<file path="config.mk">
export PLATFORM = sky130hd
export DESIGN_NAME = bafc_front
export DESIGN_NICKNAME = d
export VERILOG_FILES = /design/src/rtl/bafc_pkg.sv /design/src/rtl/bafc_front.sv
export SDC_FILE = /design/constraint.sdc
export NUM_CORES = 1
export LEC_CHECK = 0
export BUFFER_PORTS_ARGS = -buffer_cell sky130_fd_sc_hd__clkbuf_2
export CAP_MARGIN = 25
export CORE_MARGIN = 2
export CORE_UTILIZATION = 46
export DETAILED_ROUTE_END_ITERATION = 8
export GPL_TIMING_DRIVEN = 0
export PLACE_DENSITY_LB_ADDON = 0.2
export SLEW_MARGIN = 20
export SYNTH_ARGS = -nofsm -noshare
export SYNTH_HDL_FRONTEND = slang
export SYNTH_SLANG_ARGS = --single-unit
</file>
<file path="constraint.sdc">
create_clock -name clk -period 4.5 [get_ports clk]
set_input_delay 0.45 -clock clk [delete_from_list [all_inputs] [get_ports clk]]
set_output_delay 0.45 -clock clk [all_outputs]
set_load 0.05 [all_outputs]
</file>
<file path="src/rtl/bafc_pkg.sv">
`timescale 1ns / 1ps
// ----------------------------------------------------------------------------
// bafc_pkg
// Shared constants, codes and types for the binary audio frame checker.
// ----------------------------------------------------------------------------
package bafc_pkg;

	// Message layout
	localparam int HEADER_BYTES   = 64;
	localparam int COUNT_WIDTH    = 25;
	localparam int HDR_USED_BYTES = 32;

	// Field widths
	localparam int DATA_W    = 8;
	localparam int WORD_W    = 32;
	localparam int KIND_W    = 2;
	localparam int MAXRX_W   = 8;
	localparam int MAXMSG_W  = 24;
	localparam int CFG_IDX_W = 8;

	// Width that holds the header length plus four times any value count,
	// and any byte count.
	localparam int LEN_W = (COUNT_WIDTH > 35) ? COUNT_WIDTH : 35;

	// Header word slots (byte offset divided by four)
	localparam logic [2:0] SLOT_RECEIVER = 3'd0;
	localparam logic [2:0] SLOT_RATE     = 3'd1;
	localparam logic [2:0] SLOT_FORMAT   = 3'd2;
	localparam logic [2:0] SLOT_COUNT    = 3'd5;
	localparam logic [2:0] SLOT_TYPE     = 3'd6;
	localparam logic [2:0] SLOT_CHANNELS = 3'd7;

	// Header limits
	localparam logic [WORD_W-1:0] RATE_LOW      = 32'd8000;
	localparam logic [WORD_W-1:0] RATE_HIGH     = 32'd10000000;
	localparam logic [WORD_W-1:0] NEED_CHANNELS = 32'd2;
	localparam logic [WORD_W-1:0] TYPE_MAX      = 32'd3;
	localparam logic [KIND_W-1:0] KIND_CHRONO   = 2'd3;

	// Register reset values
	localparam logic [MAXRX_W-1:0]  RST_MAX_RECEIVERS = 8'd2;
	localparam logic [MAXMSG_W-1:0] RST_MAX_MSG_BYTES = 24'd65600;
	localparam logic [WORD_W-1:0]   RST_EXP_FORMAT    = 32'd3;

	// Command queue between front and back
	localparam int QDEPTH = 4;
	localparam int QPTR_W = 2;
	localparam int QCNT_W = 3;

	typedef enum logic [3:0] {
		ERR_OK        = 4'd0,
		ERR_SHORT     = 4'd1,
		ERR_LARGE     = 4'd2,
		ERR_RECEIVER  = 4'd3,
		ERR_FORMAT    = 4'd4,
		ERR_RATE      = 4'd5,
		ERR_CHANNELS  = 4'd6,
		ERR_TYPE      = 4'd7,
		ERR_LENGTH    = 4'd8,
		ERR_NONFINITE = 4'd9
	} err_t;

	typedef enum logic [CFG_IDX_W-1:0] {
		REG_MAX_RECEIVERS = 8'd0,
		REG_MAX_MSG_BYTES = 8'd1,
		REG_EXP_FORMAT    = 8'd2
	} reg_idx_t;

	typedef struct packed {
		logic [MAXRX_W-1:0]  max_receivers;
		logic [MAXMSG_W-1:0] max_message_bytes;
		logic [WORD_W-1:0]   expected_format;
	} cfg_t;

	// One command from the front part: a sample, a summary or both.
	typedef struct packed {
		logic                   has_sample;
		logic                   has_summary;
		logic [WORD_W-1:0]      sample_word;
		logic                   sample_bad;
		logic [WORD_W-1:0]      receiver;
		logic [WORD_W-1:0]      rate;
		logic [WORD_W-1:0]      count;
		logic [KIND_W-1:0]      kind;
		logic [COUNT_WIDTH-1:0] size;
		err_t                   hdr_fault;
		logic                   bad_seen;
	} cmd_t;

	// One result beat
	typedef struct packed {
		logic              is_summary;
		logic [WORD_W-1:0] sample_bits;
		err_t              error_code;
		logic [WORD_W-1:0] receiver_id;
		logic [WORD_W-1:0] rate_value;
		logic [WORD_W-1:0] values_declared;
		logic [KIND_W-1:0] stream_kind;
	} res_t;

endpackage

</file>
<file path="src/rtl/bafc_front.sv">
`timescale 1ns / 1ps
// ----------------------------------------------------------------------------
// bafc_front
// Byte intake: counts bytes, assembles header words, checks the header and
// turns each byte into a sample and/or summary command.
// ----------------------------------------------------------------------------
module bafc_front import bafc_pkg::*; (
	input  logic              clk,
	input  logic              arst_n,
	input  cfg_t              cfg,
	input  logic              accept,
	input  logic [DATA_W-1:0] data_byte,
	input  logic              last_byte,
	output logic              cmd_push,
	output cmd_t              cmd
);

	localparam logic [1:0] HB_LSB = 2'(HEADER_BYTES % 4);

	logic [COUNT_WIDTH-1:0] byte_cnt_q;
	logic [WORD_W-1:0]      word_q;
	logic [WORD_W-1:0]      receiver_q, rate_q, format_q, count_q, type_q, channels_q;
	logic                   bad_seen_q;

	logic                   sat;
	logic [COUNT_WIDTH-1:0] cnt_next;
	logic [WORD_W-1:0]      word_next;
	logic [WORD_W-1:0]      receiver_n, rate_n, format_n, count_n, type_n, channels_n;
	logic                   hdr_word_end;
	logic                   payload_word_end;
	logic [2:0]             slot;
	logic [1:0]             pay_phase;
	err_t                   fault;
	logic                   sample_fire;
	logic                   sample_bad;

	// Counter and word shifter
	always_comb begin
		sat       = &byte_cnt_q;
		cnt_next  = sat ? byte_cnt_q : byte_cnt_q + 1'b1;
		word_next = {data_byte, word_q[WORD_W-1:DATA_W]};
		slot      = byte_cnt_q[4:2];
		pay_phase = byte_cnt_q[1:0] - HB_LSB;
		hdr_word_end = !sat && (LEN_W'(byte_cnt_q) < LEN_W'(HDR_USED_BYTES))
			&& (byte_cnt_q[1:0] == 2'b11);
		payload_word_end = !sat && (LEN_W'(byte_cnt_q) >= LEN_W'(HEADER_BYTES))
			&& (pay_phase == 2'b11);
	end

	// Header word capture
	always_comb begin
		receiver_n = receiver_q;
		rate_n     = rate_q;
		format_n   = format_q;
		count_n    = count_q;
		type_n     = type_q;
		channels_n = channels_q;
		if (hdr_word_end) begin
			unique case (slot)
				SLOT_RECEIVER: receiver_n = word_next;
				SLOT_RATE:     rate_n     = word_next;
				SLOT_FORMAT:   format_n   = word_next;
				SLOT_COUNT:    count_n    = word_next;
				SLOT_TYPE:     type_n     = word_next;
				SLOT_CHANNELS: channels_n = word_next;
				default: ;
			endcase
		end
	end

	// Header checks in order of precedence. The header is complete long before
	// any byte for which the result matters.
	always_comb begin
		if (receiver_q >= WORD_W'(cfg.max_receivers)) begin
			fault = ERR_RECEIVER;
		end else if (format_q != cfg.expected_format) begin
			fault = ERR_FORMAT;
		end else if (rate_q < RATE_LOW || rate_q > RATE_HIGH) begin
			fault = ERR_RATE;
		end else if (channels_q != NEED_CHANNELS) begin
			fault = ERR_CHANNELS;
		end else if (type_q > TYPE_MAX) begin
			fault = ERR_TYPE;
		end else begin
			fault = ERR_OK;
		end
	end

	// Command for this byte
	always_comb begin
		sample_bad  = (word_next[30:23] == 8'hFF);
		sample_fire = payload_word_end && (fault == ERR_OK)
			&& (type_q[KIND_W-1:0] != KIND_CHRONO);
		cmd.has_sample  = sample_fire;
		cmd.has_summary = last_byte;
		cmd.sample_word = word_next;
		cmd.sample_bad  = sample_bad;
		cmd.receiver    = receiver_n;
		cmd.rate        = rate_n;
		cmd.count       = count_n;
		cmd.kind        = (type_n <= TYPE_MAX) ? type_n[KIND_W-1:0] : '0;
		cmd.size        = cnt_next;
		cmd.hdr_fault   = fault;
		cmd.bad_seen    = bad_seen_q || (sample_fire && sample_bad);
		cmd_push        = accept && (sample_fire || last_byte);
	end

	// Message state; everything returns to zero after the final byte.
	always_ff @(posedge clk or negedge arst_n) begin
		if (!arst_n) begin
			byte_cnt_q <= '0;
			word_q     <= '0;
			receiver_q <= '0;
			rate_q     <= '0;
			format_q   <= '0;
			count_q    <= '0;
			type_q     <= '0;
			channels_q <= '0;
			bad_seen_q <= 1'b0;
		end else if (accept) begin
			if (last_byte) begin
				byte_cnt_q <= '0;
				word_q     <= '0;
				receiver_q <= '0;
				rate_q     <= '0;
				format_q   <= '0;
				count_q    <= '0;
				type_q     <= '0;
				channels_q <= '0;
				bad_seen_q <= 1'b0;
			end else begin
				byte_cnt_q <= cnt_next;
				word_q     <= word_next;
				receiver_q <= receiver_n;
				rate_q     <= rate_n;
				format_q   <= format_n;
				count_q    <= count_n;
				type_q     <= type_n;
				channels_q <= channels_n;
				bad_seen_q <= cmd.bad_seen;
			end
		end
	end

	// A sample is only ever issued once a whole payload word follows the header.
	a_sample_after_header: assert property (@(posedge clk) disable iff (!arst_n)
		cmd_push && cmd.has_sample |-> LEN_W'(cmd.size) >= LEN_W'(HEADER_BYTES + 4))
		else $error("sample issued inside the header");

endmodule

</file>
After elaboration in Yosys (flattened, before gate mapping)
Cells that the tools add are included.
Storage, ports and cells
  register bits: 250
  input bits: 76
  output and inout bits: 164
Operators by class
  add/subtract/negate cells: 1
  order comparisons: 7
  equality and inequality tests: 10
  multiplexer cells: 28
  reduce and logical (&&, ||, !) cells: 20
Operators with widths (count)
  32-bit two-way mux: 19
  25-bit two-way mux: 2
  32-bit by 8-bit >= comparator with 1-bit output: 1
  32-bit by 2-bit > comparator with 1-bit output, second input constant: 1
  32-bit by 24-bit > comparator with 1-bit output, second input constant: 1
  32-bit by 2-bit less-or-equal comparator with 1-bit output, second input constant: 1
  32-bit by 13-bit < comparator with 1-bit output, second input constant: 1
  32-bit by 2-bit inequality test with 1-bit output, second input constant: 1
  32-bit inequality test: 1
  25-bit by 1-bit adder with 25-bit output, second input constant: 1
  25-bit by 7-bit >= comparator with 1-bit output, second input constant: 1
  25-bit by 6-bit < comparator with 1-bit output, second input constant: 1
  25-bit AND reduction: 1
  3-bit two-way mux: 5
  3-bit equality test, second input constant: 3
  8-bit equality test, second input constant: 1
  1-bit logical AND: 8
  3-bit AND reduction: 2
  2-bit nonzero test: 3
  4-bit logical NOT: 1
  3-bit by 1-bit equality test with 1-bit output, second input constant: 1
  3-bit by 2-bit equality test with 1-bit output, second input constant: 1
  3-bit logical NOT: 1
  1-bit logical OR: 3
  other kinds (5): 5

Longest topological paths before layout
  depth after elaboration: 12
  depth in mapped cells: 9

Worst setup path after synthesis
OpenSTA, ideal clock, no wires.
  kind: register to output
  from: reg byte_cnt_q[0]
  to: out cmd[0] (netlist bit)
  data arrival time: 3080 ps
  data required time: 4050 ps
  path slack: 970 ps
  cell stages (with the launch flop): 9
  buffers on the path: 1
  cell sequence: dfrtp_1 ha_1 and3_1 and4_1 clkbuf_1 a31o_2 a211o_1 nand4b_1 o31ai_1
RTL lines
  start, declared: RTL line bafc_front.sv:20  | logic [COUNT_WIDTH-1:0] byte_cnt_q;
  start signal, assigned: RTL line bafc_front.sv:132  | byte_cnt_q <= cnt_next;
  end, declared: RTL line bafc_front.sv:15  | output cmd_t cmd

==> out/results.tsv <==
metric	value	unit
skew	0.02238	ns
fmax	250.7	MHz
hold_ws	0.2797	ns
viasPerCell	6.185	
final-max-slew-violation-count	0	
irDropWorstVdd	0.0002950	V
grt_pass1_wl	66100	um
core.rowCount	61	
firstDrtPassIters	5	
ys_ff_latch	242	
core	27780	um^2
power.total	6563	uW
synth_xor_area_share	3.707	%
worstSkewPairLatency	0.54	ns
synthMuxAreaShare	9.975	%
drc	0	
drt-initial-drc-count	1374	
setup_viol	0	
gr-total-overflow	0	
rsz0062_at_grt	false	
synth_top_family_by_area	compound AO/OA/AOI/OAI gates	
synth_edf_count	0	
clk_pin_slew_worst_paths	0.06	ns
wl	44390	um
drive_gt1_share	27.13	%
synth_compound_gate_area_share	22.15	%
tightest_slew	1.056	ns
hold_buffers	1	
ys_seq_area_share	46.60	%
multi_input_area	6257	um^2
die_h	172.1	um
finalWorstPathRequiredPeriod	3.989	ns
register_area	6056	um^2
fin_crit_sh	88.64	%
p_leak	0.007320	uW
layout-area-overhead-vs-synth	20.34	%
synth-async-reset-ratio	100.0	%
io_buffer_count	213	
worst-setup-path-type	flop to output pin	
cp.required	4.05	ns
path_max_fanout	10	
synth-warning-count	0	
finalHoldViolations	0	
h-tree-depth	1	
die_x	172.1	um
powerDensity	419.7	nW/um^2
fin_cells	1873	
crit_slowest_cell	clkbuf_1	
track_usage	29.66	%
cts-root-buf	clkbuf_16	
finalNetCount	1559	
max-cap-violations	0	
synthCells	1227	
run_status	completed	
arrival	3.54	ns
grt_pass1_vias	10900	
io_pins	240	
synth-adder-area-share	0.9628	%
cts_tree	done	
end_kind	output pin	
synth-simple-area-share	11.32	%
post_drt_wl_per_cell	23.70	um
grt_max_degree	90	
dpl_cell_area	14630	um^2
slew_headroom	29.59	%
netlist_area	12990	um^2
die-area	29610	um^2
cp-start-kind	flop	
grt_antenna_before_repair	2	
cts_setup_buffers	0	
gp_congestion	0.8707	
fin_area	15640	um^2
drtAntennaViolNets	0	
cts-resized-gates	0	
dp_cells	1821	
vias	11590	
avgSynthCellArea	10.59	um^2
synth_nets	1313	
post-route-util	56.29	%
start_util	46.78	%
cts_sinks	242	
fillers	2519	
numCtsBuffers	27	
ys.flop_type	dfrtp_1	
cts_max_path_buffers	3	
slowest_delay	0.45	ns
path_cells	nor4_1, nand4_1, nor3_2, nand2_1, clkbuf_1, mux2_2, clkbuf_2	
hold_path.class	input pin to async pin	
synth_cell_types	54	
place_hpwl	30760	um
routing by layer:
layer | up-vias | part of all wire (%) | track usage (%)
met3 | 82 | 8.1 | 4.051
met5 | - | 0 | 0
met2 | 591 | 44 | 45.42
met4 | 0 | 3.0 | 8.659
li1 | 5087 | - | -
met1 | 5825 | 45 | 44.01
metrics by stage:
step,setup TNS (ns),worst slack (ns)
floorplan,0,0.9703
global placement,-504.84,-2.109
detailed placement,0,1.138
global route,0,0.3706
finish,0,0.5112
CTS,0,0.5504
placed cells by master (no fill, tap or decap), types with 36 or more instances in the layout:
master / instances
clkbuf_2: 212
clkbuf_1: 106
xor2_1: 38
mux2_2: 68
a22oi_1: 96
a22o_1: 67
o2bb2ai_1: 104
o21ai_0: 73
nand2_1: 84
dfrtp_1: 242
nand2b_1: 36
nor4_1: 42
logic make-up after synthesis:
logic type                 count (synthesis)
and+or+nand+nor                          274
adders and majority gates                 10
other                                      1
DFF                                      242
muxes                                    107
buffers and inverters                    156
xor gates and xnor gates                  55
AOI/OAI and AO/OA                        382
final timing paths:
path / end / cells past startpoint / slack (ns) / startpoint
worst max register to register: count_q[9]$_DFFE_PN0P_ / 7 / 1.55 / byte_cnt_q[20]$_DFFE_PN0P_
min in group clk: bad_seen_q$_DFFE_PN0P_ / 4 / 0.28 / last_byte
max in group asynchronous: channels_q[4]$_DFFE_PN0P_ / 4 / 3.12 / arst_n
worst min-delay path: format_q[26]$_DFFE_PN0P_ / 2 / 0.28 / arst_n
worst min register to register: channels_q[28]$_DFFE_PN0P_ / 2 / 0.48 / channels_q[28]$_DFFE_PN0P_
worst max-delay path: cmd[38] / 7 / 0.51 / byte_cnt_q[20]$_DFFE_PN0P_
state kept, by name, indices dropped and copies added, names as in the netlist:
| register | count |
|---|---|
| type_q | 32 |
| bad_seen_q | 1 |
| byte_cnt_q | 25 |
| word_q | 24 |
| count_q | 32 |
| receiver_q | 32 |
| channels_q | 32 |
| rate_q | 32 |
| format_q | 32 |
critical path, delay by kind of cell (launching register included):
family	cells	cell delay (ns)
buffers and inverters	2	0.70
DFF	1	0.44
muxes	1	0.43
and+or+nand+nor	4	1.42
where the power goes:
part / internal, uW / switching, uW
clock network: 1530 / 962
registers: 2290 / 128
logic: 454 / 1200
area by class of cell:
class	count	share of cell area, %
diodes	2	0.03200
well taps	378	3.024
plain buffers	139	3.952
flip-flops and latches	242	38.72
clock buffers	33	4.784
repair buffers	217	7.465
inverters	17	0.4080
clock inverters	16	1.600
multi-input cells	829	40.01
cell usage after synthesis, types with 3 or more instances:
cell / n / area, um^2
a211oi_1: 4 / 30.03
a21o_1: 4 / 30.03
a21oi_1: 9 / 45.04
a22o_1: 67 / 586.8
a22oi_1: 96 / 720.7
and2_1: 5 / 31.28
and3_1: 7 / 43.79
and4_1: 5 / 43.79
buf_2: 17 / 85.08
buf_4: 14 / 105.1
buf_6: 3 / 33.78
clkbuf_1: 105 / 394.1
dfrtp_1: 242 / 6056
ha_1: 10 / 125.1
inv_1: 16 / 60.06
mux2_2: 68 / 765.7
mux2_4: 28 / 420.4
mux2i_1: 11 / 110.1
nand2_1: 84 / 315.3
nand2b_1: 36 / 225.2
nand3_1: 13 / 65.06
nand4_1: 18 / 112.6
nor2_1: 31 / 116.4
nor2b_1: 3 / 18.77
nor3_1: 7 / 35.03
nor4_1: 42 / 262.8
nor4_2: 3 / 37.54
nor4b_1: 4 / 35.03
o2111ai_1: 3 / 26.28
o21ai_0: 73 / 365.4
o22ai_1: 3 / 18.77
o2bb2ai_1: 104 / 910.9
o31ai_1: 8 / 60.06
or2_2: 3 / 18.77
or3_1: 4 / 25.02
xnor2_1: 17 / 148.9
xor2_1: 38 / 332.8
No activity file was read; power rests on OpenSTA's default activity.
